--- config.mk ---
export PLATFORM = sky130hd
export DESIGN_NAME = smuv_sqrt_cell
export DESIGN_NICKNAME = d
export VERILOG_FILES = /design/src/rtl/smuv_pkg.sv /design/src/rtl/smuv_sqrt_cell.sv
export SDC_FILE = /design/constraint.sdc
export NUM_CORES = 1
export LEC_CHECK = 0
export ABC_CLOCK_PERIOD_IN_PS = 3300
export BUFFER_PORTS_ARGS = -buffer_cell sky130_fd_sc_hd__buf_2
export CAP_MARGIN = 0
export CORE_MARGIN = 10
export CORE_UTILIZATION = 35
export DETAILED_ROUTE_END_ITERATION = 10
export GPL_TIMING_DRIVEN = 0
export PLACE_DENSITY = 0.68
export SETUP_SLACK_MARGIN = 0.2
export SLEW_MARGIN = 20
export SYNTH_ARGS = -nofsm -noshare
export SYNTH_HDL_FRONTEND = slang
export SYNTH_SLANG_ARGS = --single-unit
--- constraint.sdc ---
create_clock -name i_clk -period 3.3 [get_ports i_clk]
set_input_delay 0.165 -clock i_clk [delete_from_list [all_inputs] [get_ports i_clk]]
set_output_delay 0.165 -clock i_clk [all_outputs]
set_load 0.1 [all_outputs]
--- src/rtl/smuv_pkg.sv ---
// smuv_pkg: shared widths, constants, types and config register codes
// for the sphere-map texture coordinate pipeline. No dependencies.
package smuv_pkg;

    // vector and magnitude widths
    localparam int IN_W   = 32;
    localparam int MAG_W  = IN_W + 1;
    localparam int NRM_W  = 30;
    localparam int SQR_W  = 2 * NRM_W;
    localparam int T_W    = 17;
    localparam int S_W    = 16;
    localparam int OUT_W  = 16;

    // square root cell state
    localparam int SQ_RAD_W  = 64;
    localparam int SQ_REM_W  = 36;
    localparam int SQ_ROOT_W = 32;

    // divider cell state
    localparam int DIV_R_W = 32;
    localparam int Q_W     = 17;

    // pipeline depths
    localparam int NRM_STAGES  = 5;
    localparam int FRONT_STG   = 4 + NRM_STAGES;
    localparam int LEN_STEPS   = 32;
    localparam int DIV_STEPS   = 17;
    localparam int SEL_STG     = 1;
    localparam int W_STEPS     = 16;
    localparam int ASIN_STG    = 9;
    localparam int HORNER_STG  = 5;
    localparam int LAT = FRONT_STG + LEN_STEPS + DIV_STEPS + SEL_STG + W_STEPS + ASIN_STG;

    localparam logic [T_W-1:0] UNIT_Q16 = 17'd65536;
    localparam logic [T_W-1:0] HALF_Q16 = 17'd32768;

    // series coefficients in Q30
    localparam logic [30:0] K1  = 31'd1073741824;
    localparam logic [30:0] K3  = 31'd178956970;
    localparam logic [30:0] K5  = 31'd80530636;
    localparam logic [30:0] K7  = 31'd47934902;
    localparam logic [30:0] K9  = 31'd32622364;
    localparam logic [30:0] K11 = 31'd24021922;
    localparam logic [30:0] HORNER_K [HORNER_STG] = '{K9, K7, K5, K3, K1};
    localparam logic [28:0] INV_PI_Q30 = 29'd341782638;
    localparam logic [30:0] Q30_HALF   = 31'h2000_0000;
    localparam logic [OUT_W:0] COORD_MAX = 17'd32768;

    typedef enum logic [1:0] {
        CFG_USE_NORMALS = 2'd0,
        CFG_CENTER_X    = 2'd1,
        CFG_CENTER_Y    = 2'd2,
        CFG_CENTER_Z    = 2'd3
    } t_cfg_idx;

    typedef struct packed {
        logic [SQ_RAD_W-1:0]  rad;
        logic [SQ_REM_W-1:0]  rem;
        logic [SQ_ROOT_W-1:0] root;
    } t_sqrt_st;

    typedef struct packed {
        logic [SQ_ROOT_W-1:0] len;
        logic [DIV_R_W-1:0]   rx;
        logic [Q_W-1:0]       qx;
        logic [DIV_R_W-1:0]   ry;
        logic [Q_W-1:0]       qy;
    } t_div_st;

    typedef struct packed {
        logic           neg_x;
        logic           neg_y;
        logic           zero;
        logic [T_W-1:0] nx;
        logic [T_W-1:0] ny;
    } t_side;

    typedef struct packed {
        logic [NRM_W-1:0] m0;
        logic [NRM_W-1:0] m1;
        t_side            side;
    } t_mid;

    typedef struct packed {
        logic far_side;
        logic neg;
    } t_asin_ctl;

    typedef struct packed {
        logic [S_W-1:0] tx;
        logic [S_W-1:0] ty;
        t_asin_ctl      cx;
        t_asin_ctl      cy;
    } t_fside;

endpackage

--- src/rtl/smuv_sqrt_cell.sv ---
// smuv_sqrt_cell: one registered step of a digit-by-digit integer square root.
// Depends on smuv_pkg (t_sqrt_st).
module smuv_sqrt_cell import smuv_pkg::*; (
    input  logic     i_clk,
    input  logic     i_en,
    input  t_sqrt_st i_st,
    output t_sqrt_st o_st
);

    t_sqrt_st              r_st;
    t_sqrt_st              n_st;
    logic [SQ_REM_W-1:0]   rem_sh;
    logic [SQ_REM_W-1:0]   trial;
    logic                  ge;

    always_comb begin
        // bring in the next two radicand bits
        rem_sh     = {i_st.rem[SQ_REM_W-3:0], i_st.rad[SQ_RAD_W-1 -: 2]};
        trial      = {2'b00, i_st.root, 2'b01};
        ge         = rem_sh >= trial;
        n_st.rad   = {i_st.rad[SQ_RAD_W-3:0], 2'b00};
        n_st.rem   = ge ? (rem_sh - trial) : rem_sh;
        n_st.root  = {i_st.root[SQ_ROOT_W-2:0], ge};
    end

    always_ff @(posedge i_clk) begin
        if (i_en) begin
            r_st <= n_st;
        end
    end

    assign o_st = r_st;

endmodule

==> results.py <==
metrics = {
    "layout": {
        "syn_to_final_growth_pct": 50.55,
        "drive_above_1_share_pct": 38.33,
        "largest_register_ffs": 130,
        "fill_cells": 1537,
        "final_nets": 1076,
        "stdcell_area_mm2": 0.009831,
    },
    "critical_path": {
        "slowest_stage": "dlygate4sd3_1",
        "crit_type": "in -> reg",
        "path_cells": "dlygate4sd3_1 > buf_2 > inv_1 > ha_2 > nand4_4 > nor4_4 > and3_1 > a21bo_4 > and2_4 > a21oi_4 > clkbuf_16 > mux2_2",
        "cp_max_fo": 6,
        "start_kind": "input pin",
        "cp-end-kind": "register",
        "cp_data_required_time_ps": 3470,
        "max_stage_delay_ps": 530,
        "arrival_ps": 3130,
        "timing.critical_path.buf_inv": 4,
        "path_delay_family": "buffers and inverters",
    },
    "timing": {
        "finalSetupViolations": 0,
        "fin_crit_ps": 2962,
        "tightest_slew_ps": 770.6,
        "max_clock_freq_ghz": 0.3376,
        "slew_violations": 0,
        "worst_slack_ps": 337.9,
        "maxSlewHeadroom_pct": 48.63,
        "rsz0062_at_grt": "false",
        "fin_crit_sh_pct": 89.76,
        "hold_violations": 0,
        "tns_ps": 0,
    },
    "route": {
        "ant_nets": 0,
        "wirelength_mm": 22.23,
        "drtIter0Drc": 338,
        "wl_per_cell_um": 19.28,
        "viasPerCell": 4.884,
        "dr.pass1.iters": 5,
        "vias": 5631,
        "drc": 0,
    },
    "synthesis": {
        "synthesis.area_mm2": 0.006530,
        "synth.ff_latch_count": 130,
        "synth_flop_cell": "edfxtp_1",
        "seq_area_frac_synth_pct": 59.78,
        "synthArstFlopShare_pct": 0,
        "synth_enable_flop_cells": 130,
        "syn_avg_cell_area_um2": 12.39,
        "synth.distinct_cells": 60,
        "yosys_warnings": 0,
        "syn_inst": 527,
    },
    "floorplan": {
        "num_rows": 49,
        "start_util_pct": 35.98,
        "fp.dieW_um": 156.6,
        "fp.dieArea_mm2": 0.02452,
        "die_h_um": 156.6,
        "coreArea_mm2": 0.01815,
        "io_pins": 266,
    },
    "global_route": {
        "grt_usage_pct": 17.56,
        "grt_pass1_vias": 5739,
        "grt_max_degree": 88,
        "grt-ovfl-total": 0,
        "antenna_found_initial": 7,
        "grt_pass1_wl_mm": 32.99,
    },
    "place": {
        "dpl_cell_area_mm2": 0.008160,
        "io_buffers": 261,
        "routabilityCongestion": 0.8172,
        "dp_hpwl_mm": 16.05,
        "dp_slack_ps": 146.0,
    },
    "outcome": {
        "outcome": "complete, no violations",
    },
    "clock_tree": {
        "clkTransAtPathRegs_ps": 60,
        "cts_root_buffer": "clkbuf_16",
        "cts.sinks": 130,
        "h-tree-depth": 4,
        "cts-buffers-inserted": 17,
        "clockBufferDepth": 2,
        "cts_tree": "built",
    },
    "power": {
        "clkPwrFrac_pct": 29.8,
        "seqPwrFrac_pct": 33.6,
        "p_int_mw": 3.536,
        "p_per_area_mw_per_mm2": 627.4,
        "p_comb_share_pct": 36.6,
        "leakage_nw": 4.280,
        "ir_drop_mv": 0.3516,
        "switching_share_pct": 42.67,
        "power.switching_mw": 2.632,
    },
    "flow_run": {
        "maxCapViolCount": 0,
    },
    "min_path": {
        "hold_path_class": "in -> reg",
    },
}
-- cell usage after synthesis (2+ instances only) --
master / n / area [um^2]
a211oi_1: 2 / 15.01
a21boi_0: 2 / 15.01
a21o_1: 6 / 45.04
a21oi_1: 47 / 235.2
a21oi_2: 12 / 105.1
a221oi_1: 2 / 17.52
and3_1: 6 / 37.54
and4_4: 2 / 22.52
buf_2: 8 / 40.04
buf_4: 3 / 22.52
buf_6: 4 / 45.04
clkbuf_1: 8 / 30.03
clkbuf_2: 2 / 10.01
edfxtp_1: 130 / 3904
ha_1: 34 / 425.4
inv_1: 40 / 150.1
mux2_1: 6 / 67.56
mux2_2: 6 / 67.56
nand2_1: 31 / 116.4
nand2b_1: 4 / 25.02
nand3_1: 10 / 50.05
nand4_1: 10 / 62.56
nor2_1: 35 / 131.4
nor2b_1: 7 / 43.79
nor3_1: 9 / 45.04
o211ai_1: 4 / 30.03
o21a_1: 4 / 30.03
o21ai_0: 23 / 115.1
o21ai_1: 3 / 15.01
o21bai_1: 6 / 45.04
xnor2_1: 18 / 157.7
xor2_1: 15 / 131.4
-- power by group through the flow --
stage / sequential, mW / combinational, mW / clock [mW]
CTS: 2.07 / 2.23 / 1.87
floorplan: 3.35 / 0.463 / 0
detailed placement: 2.10 / 2.13 / 0
global route: 2.09 / 2.36 / 1.94
global placement: 2.10 / 2.12 / 0
finish: 2.07 / 2.26 / 1.84
-- final timing paths --
path	startpoint	to	slack, ps	depth (start not counted)
max	i_st[22]	o_st[43]	340	12
min	i_st[63]	o_st[65]	50	2
-- through the flow --
stage	total power [mW]	util (%)	hold WS, ps	instances
after floorplan	3.809	-	263.9	528
after global routing	6.392	54.16	51.35	1152
after detailed placement	4.227	44.97	343.4	1019
final	6.168	54.17	54.17	1153
after CTS	6.164	53.24	36.22	1144
after global placement	4.218	44.78	341.6	1018
-- placed cells by master (no fill, tap or decap), types with 10 or more instances in the layout --
master	n
a21oi_1	47
buf_2	265
nand2_1	30
xnor2_1	18
edfxtp_1	130
inv_1	40
nand4_1	10
o21ai_0	22
a21oi_2	11
ha_1	30
dlygate4sd3_1	93
xor2_1	15
nor2_1	35
clkbuf_16	18
-- routing by layer --
layer	part of all wire, %	global-route usage (%)	routed length (um)	vias to the layer above
li1	-	-	-	2721
met1	40	19.43	8803	2641
met2	49	29.95	10820	224
met3	9.0	6.360	2005	37
met4	2.5	7.416	558	8
met5	0.21	0	47	-
-- logic make-up (layout without fill, tap and decap cells) --
family          Yosys count  count (layout)  share of synthesized area (%)
compound gates          128             128                          12.99
xor+xnor                 33              33                          4.426
fa+ha+maj                34              34                          6.515
buf+inv                  65             458                          4.560
flops                   130             130                          59.78
mux                      12              12                          2.069
other cells               1               5                        0.05743
simple gates            124             124                          9.600
-- final cells by class --
class | count | area [um^2] | area share, %
Sequential cell | 130 | 3904 | 39.71
Multi-Input combinational cell | 333 | 2397 | 24.39
Timing Repair Buffer | 361 | 2333 | 23.74
Clock buffer | 17 | 425.4 | 4.327
Tap cell | 229 | 286.5 | 2.915
Buffer | 25 | 181.4 | 1.845
Inverter | 40 | 150.1 | 1.527
Clock inverter | 15 | 145.1 | 1.476
Antenna cell | 3 | 7.507 | 0.07637
-- what timing repair did --
| action | CTS | global route |
|---|---|---|
| gates resized for setup | 0 | 29 |
| endpoints found under the hold margin | 93 | 0 |
| setup buffers | 0 | 5 |
| hold buffers | 93 | 0 |
| endpoints found under the setup margin | 0 | 35 |
(Power assumes the default switching activity.)
