--- config.mk ---
export PLATFORM = sky130hd
export DESIGN_NAME = smuv_div_cell
export DESIGN_NICKNAME = d
export VERILOG_FILES = /design/src/rtl/smuv_pkg.sv /design/src/rtl/smuv_div_cell.sv
export SDC_FILE = /design/constraint.sdc
export NUM_CORES = 1
export LEC_CHECK = 0
export BUFFER_PORTS_ARGS = -buffer_cell sky130_fd_sc_hd__clkbuf_2
export CORE_MARGIN = 4
export CORE_UTILIZATION = 50
export DETAILED_ROUTE_END_ITERATION = 6
export PLACE_DENSITY_LB_ADDON = 0.25
export RECOVER_POWER = 25
export REMOVE_ABC_BUFFERS = 1
export SYNTH_ARGS = -nofsm -noshare
export SYNTH_HDL_FRONTEND = slang
export SYNTH_SLANG_ARGS = --single-unit
--- constraint.sdc ---
create_clock -name i_clk -period 3.2 [get_ports i_clk]
set_clock_uncertainty 0.15 [all_clocks]
set_input_delay 0.32 -clock i_clk [delete_from_list [all_inputs] [get_ports i_clk]]
set_output_delay 0.32 -clock i_clk [all_outputs]
set_load 0.01 [all_outputs]
--- src/rtl/smuv_pkg.sv ---
// smuv_pkg: shared widths, constants, types and config register codes
// for the sphere-map texture coordinate pipeline. No dependencies.
package smuv_pkg;

    // vector and magnitude widths
    localparam int IN_W   = 32;
    localparam int MAG_W  = IN_W + 1;
    localparam int NRM_W  = 30;
    localparam int SQR_W  = 2 * NRM_W;
    localparam int T_W    = 17;
    localparam int S_W    = 16;
    localparam int OUT_W  = 16;

    // square root cell state
    localparam int SQ_RAD_W  = 64;
    localparam int SQ_REM_W  = 36;
    localparam int SQ_ROOT_W = 32;

    // divider cell state
    localparam int DIV_R_W = 32;
    localparam int Q_W     = 17;

    // pipeline depths
    localparam int NRM_STAGES  = 5;
    localparam int FRONT_STG   = 4 + NRM_STAGES;
    localparam int LEN_STEPS   = 32;
    localparam int DIV_STEPS   = 17;
    localparam int SEL_STG     = 1;
    localparam int W_STEPS     = 16;
    localparam int ASIN_STG    = 9;
    localparam int HORNER_STG  = 5;
    localparam int LAT = FRONT_STG + LEN_STEPS + DIV_STEPS + SEL_STG + W_STEPS + ASIN_STG;

    localparam logic [T_W-1:0] UNIT_Q16 = 17'd65536;
    localparam logic [T_W-1:0] HALF_Q16 = 17'd32768;

    // series coefficients in Q30
    localparam logic [30:0] K1  = 31'd1073741824;
    localparam logic [30:0] K3  = 31'd178956970;
    localparam logic [30:0] K5  = 31'd80530636;
    localparam logic [30:0] K7  = 31'd47934902;
    localparam logic [30:0] K9  = 31'd32622364;
    localparam logic [30:0] K11 = 31'd24021922;
    localparam logic [30:0] HORNER_K [HORNER_STG] = '{K9, K7, K5, K3, K1};
    localparam logic [28:0] INV_PI_Q30 = 29'd341782638;
    localparam logic [30:0] Q30_HALF   = 31'h2000_0000;
    localparam logic [OUT_W:0] COORD_MAX = 17'd32768;

    typedef enum logic [1:0] {
        CFG_USE_NORMALS = 2'd0,
        CFG_CENTER_X    = 2'd1,
        CFG_CENTER_Y    = 2'd2,
        CFG_CENTER_Z    = 2'd3
    } t_cfg_idx;

    typedef struct packed {
        logic [SQ_RAD_W-1:0]  rad;
        logic [SQ_REM_W-1:0]  rem;
        logic [SQ_ROOT_W-1:0] root;
    } t_sqrt_st;

    typedef struct packed {
        logic [SQ_ROOT_W-1:0] len;
        logic [DIV_R_W-1:0]   rx;
        logic [Q_W-1:0]       qx;
        logic [DIV_R_W-1:0]   ry;
        logic [Q_W-1:0]       qy;
    } t_div_st;

    typedef struct packed {
        logic           neg_x;
        logic           neg_y;
        logic           zero;
        logic [T_W-1:0] nx;
        logic [T_W-1:0] ny;
    } t_side;

    typedef struct packed {
        logic [NRM_W-1:0] m0;
        logic [NRM_W-1:0] m1;
        t_side            side;
    } t_mid;

    typedef struct packed {
        logic far_side;
        logic neg;
    } t_asin_ctl;

    typedef struct packed {
        logic [S_W-1:0] tx;
        logic [S_W-1:0] ty;
        t_asin_ctl      cx;
        t_asin_ctl      cy;
    } t_fside;

endpackage

--- src/rtl/smuv_div_cell.sv ---
// smuv_div_cell: one registered restoring-division step for the x and y lanes,
// both divided by the same length. Depends on smuv_pkg (t_div_st).
module smuv_div_cell import smuv_pkg::*; (
    input  logic    i_clk,
    input  logic    i_en,
    input  t_div_st i_st,
    output t_div_st o_st
);

    t_div_st              r_st;
    t_div_st              n_st;
    logic                 ge_x;
    logic                 ge_y;
    logic [DIV_R_W-1:0]   rx_sub;
    logic [DIV_R_W-1:0]   ry_sub;

    always_comb begin
        ge_x     = i_st.rx >= i_st.len;
        ge_y     = i_st.ry >= i_st.len;
        rx_sub   = ge_x ? (i_st.rx - i_st.len) : i_st.rx;
        ry_sub   = ge_y ? (i_st.ry - i_st.len) : i_st.ry;
        // remainder stays below len, so the shift loses nothing
        n_st.len = i_st.len;
        n_st.rx  = {rx_sub[DIV_R_W-2:0], 1'b0};
        n_st.ry  = {ry_sub[DIV_R_W-2:0], 1'b0};
        n_st.qx  = {i_st.qx[Q_W-2:0], ge_x};
        n_st.qy  = {i_st.qy[Q_W-2:0], ge_y};
    end

    always_ff @(posedge i_clk) begin
        if (i_en) begin
            r_st <= n_st;
        end
    end

    assign o_st = r_st;

endmodule

==> qor.csv, run 1 <==
metric,value,unit
vias per cell,5.285,
Lkg Pwr,5.158,nW
largest net degree at the start of global routing,52,
clock-pin transition on the worst setup and hold timing paths,0.06,ns
post-synthesis sequential area ratio,47.64,%
setup TNS,0,ns
Overflow after GRT,0,
routed wire length,23080,um
Worst setup SP type,primary input,
I/O Pins,262,
Global Route Usage Sum,24.66,%
Rows,46,
internal power,4.044,mW
fin nets,1355,
status,"complete, no violations",
Cell Pwr Density,500.5,nW/um^2
FMAX,313.8,MHz
Final Slew Violations,0,
CP endpoint kind,flop,
Die ar.,18230,um^2
Post-Syn Area,8069,um^2
hold_sp,i_st[20],
CP max FO,6,
synthesis-to-layout area growth,41.15,%
Critical Path AT,3.19,ns
# DRC,0,
"EDFF count, synth",128,
final non-filler cell total,1387,
first-pass GRT wire length,35200,um
CTS Sinks,128,
core area,15830,um^2
DR WL/cell,16.64,um
min Tclk post-route,3.187,ns
HPWL reported at the end of detailed placement,17590,um
synthesized area per cell,10.47,um^2
sink of the worst hold path,o_st[21]$_DFFE_PP_,
CTS tree,yes,
die height,135.0,um
Clock Tree Root,clkbuf_16,
ys async rst share,0,%
Worst Hold Class,in2reg,
TritonCTS buffer count,17,
type of the worst setup path,in2reg,
Routed Antenna Nets,0,
Largest register FFs,128,
Rel. slew slack,6.380,%
Port Buf Inserts,257,
Max Cap Viol,0,
most common flop cell mapped by yosys,edfxtp_1,
DP Cell Count,1282,
layout cells sized above 1,32.14,%
Hold Path Cell Cnt,3,
Initial DRC Count,487,
Yosys warning total,0,
number of synthesized register bits,128,
RSZ-0062 raised after global routing,yes,
final hold slack,0.05392,ns
CTS H-tree lvls,4,
vias post-DR,7330,
fill count,1209,
initial core utilization,50.98,%
GP Congestion,0.9257,
Final setup viols,0,
Worst VDD drop,0.3412,mV
Clk pwr share,34.8,%
P_sw,1.656,mW
Final Hold Fails,0,
Worst-Margin Slew,1.404,ns
initial antenna violation count,1,
post-synthesis cell type count,66,
Worst EP required,3.20,ns
Detailed Routing Iterations Pass 1,5,
vias in the first global route,7097,
Synth Instances,771,
Die X-Extent,135.0,um
Longest Clk Path Bufs,2,
sequential power share,37.3,%
Crit. Startpoint,i_st[101],
Comb pwr share,27.8,%
Final Cycle Share,99.59,%
switching part of the total,29.05,%
==> cells by family after synthesis <==
kind of cell             count (synthesis)  share of synthesized area (%)
flip-flops                             128                          47.64
other                                    1                        0.04647
adder cells (fa/ha/maj)                 66                          10.42
AO/OA/AOI/OAI                          240                          19.21
buffers and inverters                   72                          4.031
AND/OR/NAND/NOR                        209                          12.11
multiplexers                             8                          1.442
XOR/XNOR                                47                          5.102
==> cell usage in the layout (no fill, tap or decap), types with 7 or more instances in the layout <==
master / netlist / routed
xor2_1: 17 / 17
o21ai_1: 8 / 9
and3_1: 8 / 8
nor3_1: 11 / 10
edfxtp_1: 128 / 128
nand2_1: 71 / 71
clkbuf_1: 12 / 30
mux2_4: 7 / 7
clkbuf_2: 0 / 227
a21o_1: 31 / 31
nand3_1: 17 / 16
inv_1: 46 / 45
nand4_1: 11 / 11
buf_4: 3 / 65
a21oi_1: 76 / 71
dlygate4sd3_1: 0 / 63
xnor2_1: 30 / 30
clkbuf_16: 0 / 18
nor2_1: 56 / 56
o21ai_0: 61 / 58
ha_1: 64 / 60
o21a_1: 10 / 10
nor2b_1: 9 / 9
==> synth_stat cells, types with 7 or more instances <==
cell | number | area share, %
a21o_1 | 31 | 2.9
a21oi_1 | 76 | 4.7
a31oi_1 | 7 | 0.54
and3_1 | 8 | 0.62
clkbuf_1 | 12 | 0.56
edfxtp_1 | 128 | 48
ha_1 | 64 | 9.9
inv_1 | 46 | 2.1
mux2_4 | 7 | 1.3
nand2_1 | 71 | 3.3
nand3_1 | 17 | 1.1
nand4_1 | 11 | 0.85
nor2_1 | 56 | 2.6
nor2b_1 | 9 | 0.70
nor3_1 | 11 | 0.68
o21a_1 | 10 | 0.93
o21ai_0 | 61 | 3.8
o21ai_1 | 8 | 0.50
xnor2_1 | 30 | 3.3
xor2_1 | 17 | 1.8
==> power groups by stage <==
stage,registers (mW),clock network [mW],logic (mW)
finish,2.13,1.99,1.59
global route,2.14,2.11,1.74
CTS,2.13,2.02,1.54
detailed placement,2.16,0,1.46
global placement,2.16,0,1.44
floorplan,2.26,0,0.748
==> metrics by stage <==
| stage | utilization, % | area [um^2] | power (mW) | setup slack, ns |
|---|---|---|---|---|
| final | 71.96 | 11390 | 5.700 | 0.01321 |
| after global placement | 63.31 | 10020 | 3.600 | -0.1178 |
| after detailed placement | 63.31 | 10020 | 3.624 | -0.2015 |
| after floorplan | - | 7924 | 3.012 | -1.539 |
| after global routing | 71.96 | 11390 | 5.996 | -0.07400 |
| after CTS | 71.15 | 11260 | 5.684 | 0.02257 |
==> worst max path at each step <==
stage,to,cells after the start
final,o_st[45]$_DFFE_PP_,13
after global routing,o_st[45]$_DFFE_PP_,13
after CTS,o_st[92]$_DFFE_PP_,13
after detailed placement,o_st[18]$_DFFE_PP_,14
after global placement,o_st[19]$_DFFE_PP_,14
after floorplan,o_st[94]$_DFFE_PP_,12
==> routing by layer <==
metal  part of all wire (%)  vias up  global-route usage [%]  wire (um)
li1                       -     3636                       -          -
met4                    2.4        0                   8.791        555
met2                     48      258                   40.77      11130
met3                    6.6       45                   5.104       1513
met1                     43     3391                   32.36       9881
met5                      0        -                       0          0
==> repair_timing <==
item,in CTS,in global routing
endpoints found under the hold margin,63,0
setup endpoints to repair,0,56
setup buffers,0,8
hold buffers,63,0
gates resized for setup,0,23
==> worst max-delay path, stage by stage <==
cell and delay, ns:
dlygate4sd3_1 0.53, clkbuf_2 0.11, inv_1 0.09, ha_2 0.40, o2111ai_1 0.18, a31oi_2 0.32, nor2_1 0.12, o31ai_2 0.33
o32ai_4 0.12, buf_4 0.17, buf_4 0.14, nor4_1 0.27, a311oi_1 0.08
==> area by class of cell <==
type,instances,area [um^2],area share (%)
Multi-Input combinational cell,572,4011,35.22
Sequential cell,128,3844,33.75
Timing Repair Buffer,391,2476,21.74
Clock buffer,17,425.4,3.735
Tap cell,216,270.3,2.373
Clock inverter,15,183.9,1.615
Inverter,47,176.4,1.549
Antenna cell,1,2.502,0.02197
Power figures use the tool's default switching activity.
==> inputs of run 2 (changes only) <==
--- a/config.mk
+++ b/config.mk
@@ -9,7 +9,7 @@
 export CORE_MARGIN = 4
 export CORE_UTILIZATION = 50
 export DETAILED_ROUTE_END_ITERATION = 6
-export PLACE_DENSITY_LB_ADDON = 0.25
+export PLACE_DENSITY = 0.79
 export RECOVER_POWER = 25
 export REMOVE_ABC_BUFFERS = 1
 export SYNTH_ARGS = -nofsm -noshare
==> qor.csv, run 2 (synthesis results as in run 1) <==
metric,value,unit
status,finished with violations,
failing checks,"max-capacitance violations, max-slew violations",
Critical Path AT,3.16,ns
Finished Cell Area,11480,um^2
Final setup viols,0,
Detailed Routing Iterations Pass 1,5,
Worst Hold Class,in2reg,
Comb pwr share,29.0,%
Largest register FFs,128,
TritonCTS buffer count,17,
Longest Clk Path Bufs,2,
largest net degree at the start of global routing,55,
Initial DRC Count,443,
slowest CP cell,dlygate4sd3_1,
Port Buf Inserts,257,
most frequent cells in the layout,"clkbuf_2, edfxtp_1, a21oi_1",
Clk pwr share,33.1,%
CTS tree,yes,
"Buf+Inv Stages, Crit Path",5,
Die ar.,18230,um^2
die height,135.0,um
pre-CTS setup slack,-0.1310,ns
Rel. slew slack,-38.95,%
Tot Pwr,5.622,mW
Global Route Usage Sum,25.65,%
Lkg Pwr,5.215,nW
initial antenna violation count,1,
setup TNS,0,ns
Worst setup SP type,primary input,
Final Cycle Share,98.74,%
synthesis-to-layout area growth,42.30,%
initial core utilization,50.98,%
Clock Tree Root,clkbuf_16,
Routed Antenna Nets,0,
internal power,3.966,mW
FMAX,316.5,MHz
P_sw,1.656,mW
vias in the first global route,7309,
I/O Pins,262,
min Tclk post-route,3.160,ns
worst-path cell chain,dlygate4sd3_1 > clkbuf_2 > inv_1 > ha_4 > buf_4 > nand4_1 > nor2_1 > nand3_1 > o31ai_4 > o32ai_4 > buf_4 > nor4_2 > a311oi_2,
vias post-DR,7496,
Max Cap Viol,1,
vias per cell,5.381,
core area,15830,um^2
layout cells sized above 1,33.67,%
# DRC,0,
sequential power share,37.9,%
CP max stage delay,0.55,ns
fill count,1130,
CTS Sinks,128,
Crit path top cell by count,buf_4,
DR WL/cell,17.48,um
CP max FO,6,
HPWL reported at the end of detailed placement,18000,um
GP Congestion,0.9633,
Rows,46,
fin worst setup slack,0.04022,ns
placed instance area,10110,um^2
Cell Pwr Density,489.7,nW/um^2
"most common cell after layout, fill and taps aside",clkbuf_2,
final non-filler cell total,1393,
switching part of the total,29.46,%
Worst VDD drop,0.3854,mV
Worst-Margin Slew,2.084,ns
Crit path max-delay family,buffers and inverters,
routed wire length,24350,um
fin nets,1361,
Worst EP required,3.20,ns
Overflow after GRT,0,
CP endpoint kind,flop,
clock-pin transition on the worst setup and hold timing paths,0.06,ns
type of the worst setup path,in2reg,
CTS H-tree lvls,4,
DP Cell Count,1290,
Die X-Extent,135.0,um
Final Slew Violations,40,
first-pass GRT wire length,36670,um
Final Hold Fails,0,
## run 2: path summary, 6_finish.rpt
kind	slack, ns	cells after the start	from	to
worst min-delay path	0.06	3	i_st[40]	o_st[41]$_DFFE_PP_
worst max-delay path	0.04	13	i_st[124]	o_st[45]$_DFFE_PP_
## run 2: final cells by class
cell class                      count  area [um^2]  share of cell area (%)
Clock buffer                       17        425.4                   3.705
Timing Repair Buffer              396         2540                   22.12
Sequential cell                   128         3844                   33.47
Inverter                           47        176.4                   1.536
Multi-Input combinational cell    573         4080                   35.53
Tap cell                          216        270.3                   2.354
Antenna cell                        1        2.502                 0.02179
Clock inverter                     15        143.9                   1.253
## run 2: what timing repair did
| action | 4_1_cts | 5_1_grt |
|---|---|---|
| gates resized for setup | 0 | 29 |
| hold buffers | 63 | 0 |
| setup endpoints to repair | 0 | 53 |
| endpoints found under the hold margin | 63 | 0 |
| buffers inserted | 0 | 6 |
## run 2: per-layer routing
| layer | routed length (um) | global-route usage [%] | share of wire (%) | vias to the layer above |
|---|---|---|---|---|
| li1 | - | - | - | 3656 |
| met1 | 9899 | 32.41 | 41 | 3455 |
| met2 | 11790 | 42.88 | 48 | 318 |
| met3 | 1710 | 5.700 | 7.0 | 67 |
| met4 | 949 | 10.47 | 3.9 | 0 |
| met5 | 0 | 0 | 0 | - |
## run 2: stage by stage
step / utilization (%) / hold slack, ns
6_report: 72.55 / 0.05890
5_1_grt: 72.55 / 0.05871
4_1_cts: 71.43 / 0.03885
3_5_place_dp: 63.85 / 0.3486
3_3_place_gp: 63.85 / 0.3471
2_1_floorplan: - / 0.2689
## run 2: power by group through the flow
| stage | clock [mW] | combinational, mW | sequential [mW] |
|---|---|---|---|
| floorplan | 0 | 0.748 | 2.26 |
| global placement | 0 | 1.46 | 2.16 |
| detailed placement | 0 | 1.49 | 2.16 |
| CTS | 1.88 | 1.56 | 2.13 |
| global route | 1.97 | 1.78 | 2.15 |
| finish | 1.86 | 1.63 | 2.13 |
==> inputs of run 3 (changes only) <==
--- a/config.mk
+++ b/config.mk
@@ -5,11 +5,12 @@
 export SDC_FILE = /design/constraint.sdc
 export NUM_CORES = 1
 export LEC_CHECK = 0
+export ABC_AREA = 1
 export BUFFER_PORTS_ARGS = -buffer_cell sky130_fd_sc_hd__clkbuf_2
 export CORE_MARGIN = 4
 export CORE_UTILIZATION = 50
 export DETAILED_ROUTE_END_ITERATION = 6
-export PLACE_DENSITY = 0.79
+export PLACE_DENSITY = 0.77
 export RECOVER_POWER = 25
 export REMOVE_ABC_BUFFERS = 1
 export SYNTH_ARGS = -nofsm -noshare
==> qor.csv, run 3 <==
metric,value,unit
Longest Clk Path Bufs,2,
Lkg Pwr,6.874,nW
I/O Pins,262,
status,finished with violations,
Initial DRC Count,592,
ys async rst share,0,%
CP max FO,29,
Global Route Usage Sum,27.37,%
Largest register FFs,128,
"Buf+Inv Stages, Crit Path",4,
RSZ-0062 raised after global routing,no,
min Tclk post-route,2.943,ns
Top Layer Used,met4,
worst-path cell chain,dlygate4sd3_1 > clkbuf_1 > ha_1 > fa_1 > inv_1 > nand2_1 > nand2_1 > nand3_1 > nand2_1 > nand2_1 > nand3_1 > nand2_1 > nand2_2 > inv_2 > nand2_1 > nand2_1,
Critical Path AT,2.96,ns
Port Buf Inserts,257,
Crit path top cell by count,nand2_1,
Hold Path Cell Cnt,3,
TritonCTS buffer count,17,
clock-pin transition on the worst setup and hold timing paths,0.06,ns
top post-synthesis cells by area,"edfxtp_1, nand2_1, inv_1, ha_1, nand3_1",
Worst EP required,3.21,ns
Rel. slew slack,-12.17,%
vias in the first global route,9342,
Synth Instances,1368,
antenna diode count,0,
synthesized area per cell,7.016,um^2
core area,18770,um^2
DP Cell Count,1850,
Yosys warning total,0,
largest net degree at the start of global routing,121,
Synth top area share,40.05,%
CTS tree,yes,
number of synthesized register bits,128,
Worst VDD drop,0.3647,mV
Final Cycle Share,91.97,%
Worst-Margin Slew,1.683,ns
Crit path max-delay family,buffers and inverters,
Post-Syn Area,9598,um^2
Overflow after GRT,0,
# DRC,5,
Final Slew Violations,121,
Rows,50,
vias per cell,4.967,
most frequent cells in the layout,"nand2_1, inv_1, clkbuf_2",
layout cells sized above 1,16.32,%
Synth top cells by count,"nand2_1, inv_1, edfxtp_1, nand3_1, nor2_1",
Routed met3 length,1584,um
initial core utilization,51.14,%
initial antenna violation count,0,
cell taking the most area after synthesis,edfxtp_1,
CTS Sinks,128,
failing checks,"design-rule violations, max-capacitance violations, max-slew violations",
final non-filler cell total,1944,
post-synthesis sequential area ratio,40.05,%
type of the worst setup path,in2reg,
met2 WL,14460,um
Routed Antenna Nets,0,
Max Cap Viol,1,
met1 wire length,12520,um
routed wire length,29670,um
vias post-DR,9655,
first-pass GRT wire length,46380,um
Clock Tree Root,clkbuf_16,
most frequent cell after synthesis,nand2_1,
Die ar.,21480,um^2
Worst Hold Class,in2reg,
Final setup viols,0,
"EDFF count, synth",128,
final hold slack,0.03437,ns
post-synthesis cell type count,28,
most common flop cell mapped by yosys,edfxtp_1,
Cell Pwr Density,457.0,nW/um^2
slowest CP cell,dlygate4sd3_1,
CTS H-tree lvls,4,
Levels on crit path,16,
DR WL/cell,15.26,um
fin nets,1895,
GP Congestion,0.9354,
FMAX,339.8,MHz
CP max stage delay,0.54,ns
Worst setup SP type,primary input,
CP endpoint kind,flop,
"most common cell after layout, fill and taps aside",nand2_1,
die height,146.6,um
post-CTS setup buffers,0,
HPWL reported at the end of detailed placement,23150,um
setup TNS,0,ns
Die X-Extent,146.6,um
Final Hold Fails,0,
Detailed Routing Iterations Pass 1,7,
synthesis-to-layout area growth,27.70,%
-- run 3: changes by cell type in the layout (fill, tap and decap cells not counted), moves of 30 or more --
cell and change:
nand2_1 +517, inv_1 +232, nand3_1 +69, buf_4 -67
o21ai_0 -51, a21oi_1 -39, a21o_1 -31, xnor2_1 -30
-- run 3: power breakdown --
| group | switching (mW) | leakage, nW | internal, mW | total [mW] |
|---|---|---|---|---|
| Clock | 0.796 | 0.275 | 1.08 | 1.87 |
| Sequential | 0.0516 | 1.25 | 2.08 | 2.14 |
| Combinational | 1.01 | 5.35 | 0.580 | 1.59 |
| Total | 1.86 | 6.87 | 3.74 | 5.60 |
-- run 3: final timing paths --
kind / startpoint / end / slack [ns]
worst max-delay path: i_st[98] / o_st[39]$_DFFE_PP_ / 0.26
worst min-delay path: i_st[46] / o_st[47]$_DFFE_PP_ / 0.03
-- run 3: worst min-delay path, cell delays in order --
cell      delay (ns)
clkbuf_2        0.09
nand2_1         0.05
nand2_1         0.05
-- run 3: metrics by stage --
stage / power, mW / cell area [um^2] / utilization (%) / setup WS [ns]
after floorplan: 3.099 / 9502 / - / 0.5903
after global routing: 5.925 / 12260 / 65.31 / 0.06218
after global placement: 3.653 / 11130 / 59.28 / 0.4387
after CTS: 5.614 / 12310 / 65.57 / 0.2717
after detailed placement: 3.683 / 11130 / 59.28 / 0.3770
final: 5.601 / 12260 / 65.31 / 0.2571
-- run 3: timing repair --
item | in CTS | in global routing
endpoints found under the setup margin | 0 | 2
endpoints found under the hold margin | 62 | 0
hold buffers | 62 | 0
gates resized for setup | 0 | 1
-- run 3: layout make-up --
type	count	area, um^2
Fill cell	1663	6511
Tap cell	234	292.8
Clock buffer	17	425.4
Inverter	283	1062
Clock inverter	15	135.1
Sequential cell	128	3844
Timing Repair Buffer	323	1902
Multi-Input combinational cell	944	4596
-- run 3: kinds of logic after synthesis --
family | count (synthesis) | share of synthesized area [%]
other cells | 1 | 0.03907
buf+inv | 297 | 12.11
xor+xnor | 28 | 2.555
compound gates | 48 | 2.751
flops | 128 | 40.05
fa+ha+maj | 66 | 8.760
simple gates | 800 | 33.74
-- run 3: metal layers --
layer	vias up	global-route usage, %
met4	0	10.77
met1	4353	33.25
li1	4879	-
met2	356	48.18
met3	67	4.966
met5	-	0
